--- src/binary_row_run_length_store_unit_defines.svh ---
// ----------------------------------------------------------------------------
// binary_row_run_length_store_unit_defines.svh
// assertion macros used by the run-length store controller
// ----------------------------------------------------------------------------
`ifndef BINARY_ROW_RUN_LENGTH_STORE_UNIT_DEFINES_SVH
`define BINARY_ROW_RUN_LENGTH_STORE_UNIT_DEFINES_SVH

// same-cycle implication under reset
`define BRLS_ASSERT_NOW(label, ante, cons) \
    label: assert property (@(posedge clk) disable iff (!rst_n) (ante) |-> (cons)) \
        else $error("brls assertion failed");

// next-cycle implication under reset
`define BRLS_ASSERT_NEXT(label, ante, cons) \
    label: assert property (@(posedge clk) disable iff (!rst_n) (ante) |=> (cons)) \
        else $error("brls assertion failed");

`endif

--- src/brls_pkg.sv ---
`timescale 1ns / 1ps
// ----------------------------------------------------------------------------
// brls_pkg
// shared types and constants of the binary row run-length store
// ----------------------------------------------------------------------------
package brls_pkg;

    localparam logic [8:0] MAX_WIDTH  = 9'd256;
    localparam logic [8:0] MAX_HEIGHT = 9'd256;
    localparam logic [7:0] MAX_RUNS   = 8'd128;

    // request kinds
    localparam logic [1:0] REQ_LOAD  = 2'd0;
    localparam logic [1:0] REQ_QUERY = 2'd1;
    localparam logic [1:0] REQ_READ  = 2'd2;

    // result status codes
    localparam logic [1:0] ST_OK      = 2'd0;
    localparam logic [1:0] ST_ROW_ERR = 2'd1;
    localparam logic [1:0] ST_COL_ERR = 2'd2;
    localparam logic [1:0] ST_IDX_ERR = 2'd3;

    // config register indexes
    localparam logic [1:0] CFG_COLOR  = 2'd0;
    localparam logic [1:0] CFG_WIDTH  = 2'd1;
    localparam logic [1:0] CFG_HEIGHT = 2'd2;

    typedef struct packed {
        logic [1:0] status;
        logic       pixel_color;
        logic [6:0] found_index;
        logic       found;
        logic [8:0] run_length;
        logic [7:0] run_start;
        logic [7:0] run_row;
    } brls_res_t;

    // controller to datapath
    typedef struct packed {
        logic take;
        logic load_exec;
        logic set_err;
        logic cnt_read;
        logic init;
        logic set_rd_bad;
        logic idx_read;
        logic set_rd_ok;
        logic mid_read;
        logic mid_update;
        logic last_read;
        logic set_query;
        logic set_nf;
        logic out_load;
    } brls_cmd_t;

    // datapath to controller
    typedef struct packed {
        logic [1:0] req_type;
        logic       range_err;
        logic       load_close;
        logic       idx_ge_cnt;
        logic       lo_lt_hi;
        logic       lo_nz;
        logic       out_busy;
        logic       out_taken;
    } brls_stat_t;

endpackage

--- src/brls_ctrl.sv ---
`timescale 1ns / 1ps
// ----------------------------------------------------------------------------
// brls_ctrl
// sequencer for load, query search and run read
// ----------------------------------------------------------------------------
`include "binary_row_run_length_store_unit_defines.svh"

module brls_ctrl (
    input  logic                clk,
    input  logic                rst_n,
    input  logic                s_tvalid,
    output logic                s_tready,
    input  brls_pkg::brls_stat_t st,
    output brls_pkg::brls_cmd_t  cmd
);

    localparam logic [3:0] S_IDLE   = 4'd0;
    localparam logic [3:0] S_DECODE = 4'd1;
    localparam logic [3:0] S_CWAIT  = 4'd2;
    localparam logic [3:0] S_RCHK   = 4'd3;
    localparam logic [3:0] S_RWAIT  = 4'd4;
    localparam logic [3:0] S_SEARCH = 4'd5;
    localparam logic [3:0] S_SWAIT  = 4'd6;
    localparam logic [3:0] S_LWAIT  = 4'd7;
    localparam logic [3:0] S_FIN    = 4'd8;

    logic [3:0] state_reg;
    logic [3:0] state_next;

    assign s_tready = (state_reg == S_IDLE);

    // next state and commands
    always_comb
    begin
        state_next = state_reg;
        cmd        = '0;
        case (state_reg)
            S_IDLE:
            begin
                if (s_tvalid)
                begin
                    cmd.take   = 1'b1;
                    state_next = S_DECODE;
                end
            end
            S_DECODE:
            begin
                if (st.req_type == brls_pkg::REQ_LOAD)
                begin
                    cmd.load_exec = 1'b1;
                    state_next    = st.load_close ? S_FIN : S_IDLE;
                end
                else if (st.req_type == brls_pkg::REQ_QUERY ||
                         st.req_type == brls_pkg::REQ_READ)
                begin
                    if (st.range_err)
                    begin
                        cmd.set_err = 1'b1;
                        state_next  = S_FIN;
                    end
                    else
                    begin
                        cmd.cnt_read = 1'b1;
                        state_next   = S_CWAIT;
                    end
                end
                else
                begin
                    state_next = S_IDLE;
                end
            end
            S_CWAIT:
            begin
                cmd.init   = 1'b1;
                state_next = (st.req_type == brls_pkg::REQ_READ) ? S_RCHK : S_SEARCH;
            end
            S_RCHK:
            begin
                if (st.idx_ge_cnt)
                begin
                    cmd.set_rd_bad = 1'b1;
                    state_next     = S_FIN;
                end
                else
                begin
                    cmd.idx_read = 1'b1;
                    state_next   = S_RWAIT;
                end
            end
            S_RWAIT:
            begin
                cmd.set_rd_ok = 1'b1;
                state_next    = S_FIN;
            end
            S_SEARCH:
            begin
                if (st.lo_lt_hi)
                begin
                    cmd.mid_read = 1'b1;
                    state_next   = S_SWAIT;
                end
                else if (st.lo_nz)
                begin
                    cmd.last_read = 1'b1;
                    state_next    = S_LWAIT;
                end
                else
                begin
                    cmd.set_nf = 1'b1;
                    state_next = S_FIN;
                end
            end
            S_SWAIT:
            begin
                cmd.mid_update = 1'b1;
                state_next     = S_SEARCH;
            end
            S_LWAIT:
            begin
                cmd.set_query = 1'b1;
                state_next    = S_FIN;
            end
            S_FIN:
            begin
                if (!st.out_busy || st.out_taken)
                begin
                    cmd.out_load = 1'b1;
                    state_next   = S_IDLE;
                end
            end
            default:
            begin
                state_next = S_IDLE;
            end
        endcase
    end

    // state register
    always_ff @(posedge clk or negedge rst_n)
    begin
        if (!rst_n)
            state_reg <= S_IDLE;
        else
            state_reg <= state_next;
    end

    `BRLS_ASSERT_NOW(a_out_free, cmd.out_load, !st.out_busy || st.out_taken)
    `BRLS_ASSERT_NEXT(a_take_decode, s_tvalid && s_tready, state_reg == S_DECODE)
    `BRLS_ASSERT_NEXT(a_fin_hold, state_reg == S_FIN && st.out_busy && !st.out_taken,
        state_reg == S_FIN)

endmodule

--- config.mk ---
export PLATFORM = sky130hd
export DESIGN_NAME = brls_ctrl
export DESIGN_NICKNAME = d
export VERILOG_FILES = /design/src/brls_pkg.sv /design/src/brls_ctrl.sv
export VERILOG_INCLUDE_DIRS = /design/src /design/src/src
export SDC_FILE = /design/constraint.sdc
export NUM_CORES = 1
export LEC_CHECK = 0
export BUFFER_PORTS_ARGS = -buffer_cell sky130_fd_sc_hd__buf_2
export CORE_AREA = 3 3 40 42
export DETAILED_ROUTE_END_ITERATION = 8
export DIE_AREA = 0 0 43 45
export PLACE_DENSITY = 0.67
export SETUP_SLACK_MARGIN = 0.15
export SLEW_MARGIN = 20
export SYNTH_ARGS = -nofsm -noshare
export SYNTH_HDL_FRONTEND = slang
export SYNTH_SLANG_ARGS = --single-unit
--- constraint.sdc ---
create_clock -name clk -period 1.6 [get_ports clk]
set_clock_uncertainty 0.2 [all_clocks]
set_input_delay 0.08 -clock clk [delete_from_list [all_inputs] [get_ports clk]]
set_output_delay 0.08 -clock clk [all_outputs]
set_load 0.1 [all_outputs]
==> summary.md, run 1 <==
| Metric | Value |
|---|---|
| Register area share after synthesis | ~22% |
| Post-DP HPWL | 1230 microns |
| Syn_nets | 66 |
| Yosys warning count | 0 |
| Placed Cells | 96 |
| GPL Wtd Cong | around 0.73 |
| Die width | between 40 and 50 microns |
| Num CTS Buffers | 3 |
| Tool error | [ERROR DPL-0033] detailed placement checks failed during check placement. |
| Row count | 13 |
| Mapped Area | approximately 450 sq um |
| Dpl ws | -0.140 ns |
| # IOs | 27 |
| Status | aborted with a tool error |
| #FFs+latches synth | 4 |
| Worst ep type | primary output |
| Max Buffers Root-to-Sink | 2 |
| Initial Utilization | between 30% and 40% |
| Largest net degree at the start of global routing | 12 |
| Initial antenna violation count | 0 |
| Clock Sinks | 4 |
| H-tree Lvls | 1 |
| Post-synth cell types | 31 |
| Root buf cell | clkbuf_4 |
| Syn Area/Cell | approximately 8.6 sq um |
| Vert. Die Dim | ~45 microns |
| Post-Synthesis Cells | 52 |
| PortBufs | 26 |
| Fail Step | global routing (5_1_grt) |
| Grt repair worst endpoint | cmd[10] |
## cell usage after synthesis, drive strengths merged
master | count | area share, %
a2111o | 1 | 2.5
a2111oi | 1 | 2.0
a211o | 1 | 2.0
a211oi | 1 | 1.7
a21oi | 1 | 1.1
and2 | 1 | 1.4
and4bb | 1 | 2.8
buf | 4 | 7.0
dfrtp | 4 | 22
ha | 2 | 5.6
inv | 5 | 4.2
nand2 | 1 | 0.84
nand2b | 2 | 2.8
nand4 | 1 | 1.4
nand4bb | 1 | 2.5
nor2 | 6 | 5.0
nor2b | 3 | 4.2
nor3 | 4 | 4.5
nor3b | 1 | 1.7
nor4 | 2 | 2.8
nor4b | 2 | 7.3
o211ai | 1 | 1.7
o21bai | 1 | 1.7
o32ai | 1 | 2.0
or2b | 1 | 2.0
or3 | 1 | 1.4
or4b | 1 | 3.1
or4bb | 1 | 2.5
## cells by family after synthesis
| kind of cell | count (synthesis) | share of synthesized area, % |
|---|---|---|
| AOI/OAI and AO/OA | 8 | 14.6 |
| adders and majority gates | 2 | 5.60 |
| DFF | 4 | 22.4 |
| buffers and inverters | 9 | 11.2 |
| and+or+nand+nor | 29 | 46.2 |
## repair_timing
item                       in CTS
hold endpoints to repair        6
hold buffers                    4
pin swaps                       7
cloned                          1
resized for setup               5
setup buffers                   6
setup endpoints to repair      18
## through the flow
step / util [%] / setup TNS (ns) / cell area, sq um
2_1_floorplan: - / -7.55 / 628
3_3_place_gp: 79.8 / -0.521 / 1030
3_5_place_dp: 79.8 / -0.785 / 1030
4_1_cts: 90.1 / -3.66 / 1160
==> run 2: changes to the inputs <==
Settings changed: CORE_AREA 3 3 40 42 to 3 3 64 66, DIE_AREA 0 0 43 45 to 0 0 67 69, PLACE_DENSITY 0.67 to unset, PLACE_DENSITY_LB_ADDON set to 0.15, SETUP_SLACK_MARGIN 0.15 to unset.
Clock period 1.6 ns to 2.1 ns, I/O delays scaled along.
==> run 2 against run 1 <==
  * The run now ends clean
  * Synthesized area stayed put
  * Synthesized cell count unchanged
==> summary.md, run 2 <==
| Metric | Value |
|---|---|
| Yosys warning count | 0 |
| Main combinational cell family by area after synthesis | simple AND/OR/NAND/NOR gates |
| # IOs | 27 |
| Row count | 22 |
| CP arrival | ~1.7 ns |
| Fin nets | 100 |
| GR Overflow Total | 0 |
| Routed vias | 510 |
| DRC errors left | 0 |
| Largest net degree at the start of global routing | 12 |
| Worst-path clk slew | around 0.030 ns |
| Mapped Area | about 450 sq um |
| Setup-failing EPs final | 0 |
| Final worst slack | between 0.08 and 0.09 ns |
| Slew Limit Fails | 0 |
| Post-synth top cells | 6 x nor2_1, 5 x inv_1, 4 x dfrtp_1, 4 x nor3_1, 3 x nor2b_1 |
| Post-synthesis simple-gate area fraction | a little under half |
| Final Hold Viols | 0 |
| Synth area leader | dfrtp_1 |
| Register area share after synthesis | around 22% |
| CTS tree | yes |
| Startpoint Class | flip-flop |
| Placeable Area | about 3600 sq um |
| Worst-margin pin slew | about 0.49 ns |
| Fmax | around 500 MHz |
| DR iter-0 viols | 14 |
| Num CTS Buffers | 3 |
| Area of the die | approximately 4600 sq um |
| First drt pass iteration count | 2 |
| Max Buffers Root-to-Sink | 2 |
| Register area | approximately 100 sq um |
| Drt wl/cell | between 10 and 15 microns |
| Critical-path maximum fanout | 3 |
| Initial Utilization | 12.3% |
| XOR/XNOR share of the synthesized area | 0% |
| Vert. Die Dim | 69 microns |
| Post-synthesis compound-gate area fraction | approximately 15% |
| Post-DP HPWL | 1260 microns |
| Filler cell count | about 400 |
| Total wire length | ~1500 microns |
| Share of cells above drive strength 1 | roughly 61% |
| Crit end category | output port |
| Area of the multi-input gates | between 300 and 400 sq um |
| HP Class | in -> reg |
| Post-synth cell types | 31 |
| Dpl ws | ~0.31 ns |
| GRT met2 Usage | about a tenth |
| Worst skew pair latency | roughly 0.22 ns |
| Syn Area/Cell | about 8.6 sq um |
| Syn_nets | 66 |
| GR Util All Layers | just under 7% |
| Synth Area in Adders | between 5 and 6% |
| Clock Sinks | 4 |
| PortBufs | 26 |
| LEAKAGE | between 0.4 and 0.5 nW |
| Post-synth EDFFs | 0 |
| Fin crit share | between 90% and 100% |
| Antenna-violating nets left | 0 |
| Worst IR Drop VDD | 285 uV |
| Req. time, crit path | approximately 1.8 ns |
| Async set or reset register ratio after synthesis | 100% |
| Largest cells by area after synthesis | dfrtp_1 22%, ha_1 5.6%, nor4b_4 5.3% |
| First-pass GRT wire length | around 2500 microns |
| Busiest grt layer | met2 |
| Mux cell area share after synthesis | 0% |
| Critical path class | reg -> out |
| Finished Cell Area | about 1000 sq um |
| Largest register FFs | 4 |
| Met1 Track Usage GR | 8.57% |
| Initial antenna violation count | 0 |
| #FFs+latches synth | 4 |
| GPL Wtd Cong | ~0.71 |
| Vias in the first global route | 563 |
| Root buf cell | clkbuf_8 |
| Area after DPL | roughly 940 sq um |
| N_diodes | 0 |
| Pwr Density | around 1300 nW/um^2 |
| Final min period | ~2 ns |
| RSZ-0062 raised after global routing | no |
| Commonest cells after routing, fill and taps aside | 13 x buf_2, 13 x buf_12, 5 x inv_1, 5 x buf_4 |
| H-tree Lvls | 1 |
| Worst path slowest cell | or4b_4 |
| Via/cell ratio | just under 4 |
| Post-Synthesis Cells | 52 |
| Worst-path cell chain | or4b_4 > and4bb_2 > buf_12 |
| Maxcap violations | 0 |
| Syn-to-layout area delta | 124% |
| Setup Buffers After CTS | 0 |
| Slowest stage delay, CP | 0.57 ns |
| Synth top area share | ~22% |
| Ys flop type | dfrtp_1 |
| GR Layer Usage met3 | 1.63% |
| Slew margin rel. | just under 70% |
| Top-count cell post-synth | nor2_1 |
| Status | complete, no violations |
| Die width | ~67 microns |
## run 2: critical path: cells and delay by family (launching register included)
| kind | cells | cell delay, ns |
|---|---|---|
| DFF | 1 | 0.36 |
| and+or+nand+nor | 2 | 0.94 |
| buffers and inverters | 1 | 0.18 |
## run 2: final timing paths
path,cells after the start,from,end,slack [ns]
worst min-delay path,3,st[2],state_reg[0],0.009
worst min register to register,2,state_reg[3],state_reg[0],0.47
worst max-delay path,3,state_reg[1],cmd[11],0.09
min in group asynchronous,2,rst_n,state_reg[0],0.03
max in group asynchronous,2,rst_n,state_reg[2],1.55
worst max register to register,4,state_reg[3],state_reg[3],0.36
## run 2: area by class of cell
class,instances,share of cell area (%)
well taps,48,5.99
multi-input cells,39,39.8
flip-flops and latches,4,9.99
repair buffers,33,38.2
clock buffers,3,4.12
inverters,5,1.87
## run 2: layer usage
| layer | wire length, microns | vias up |
|---|---|---|
| li1 | - | 260 |
| met1 | 709 | 231 |
| met4 | 8 | 0 |
| met5 | 0 | - |
| met3 | 105 | 2 |
| met2 | 725 | 17 |
## run 2: timing repair
item                                   CTS  global route
hold buffers                             2             0
resized for setup                        0             0
endpoints found under the hold margin    5             0
## run 2: logic make-up after synthesis
group | Yosys count
compound gates | 8
fa+ha+maj | 2
buf+inv | 9
flops | 4
simple gates | 29
## run 2: stage by stage
step,utilization (%),std cells,total power [mW],hold WS (ns),setup TNS (ns)
4_1_cts,27.6,132,1.29,0.00905,0
2_1_floorplan,-,52,0.876,-0.391,-2.00
3_5_place_dp,25.9,127,1.11,-0.286,0
6_report,27.6,132,1.27,0.00904,0
3_3_place_gp,25.9,127,1.12,-0.284,0
5_1_grt,27.6,132,1.32,0.0161,0
## run 2: where the power goes
group	internal [mW]	switching [mW]
sequential	0.106	0.0170
combinational	0.329	0.656
clock	0.122	0.0385
Note: power is estimated with default switching activity, not from simulation.
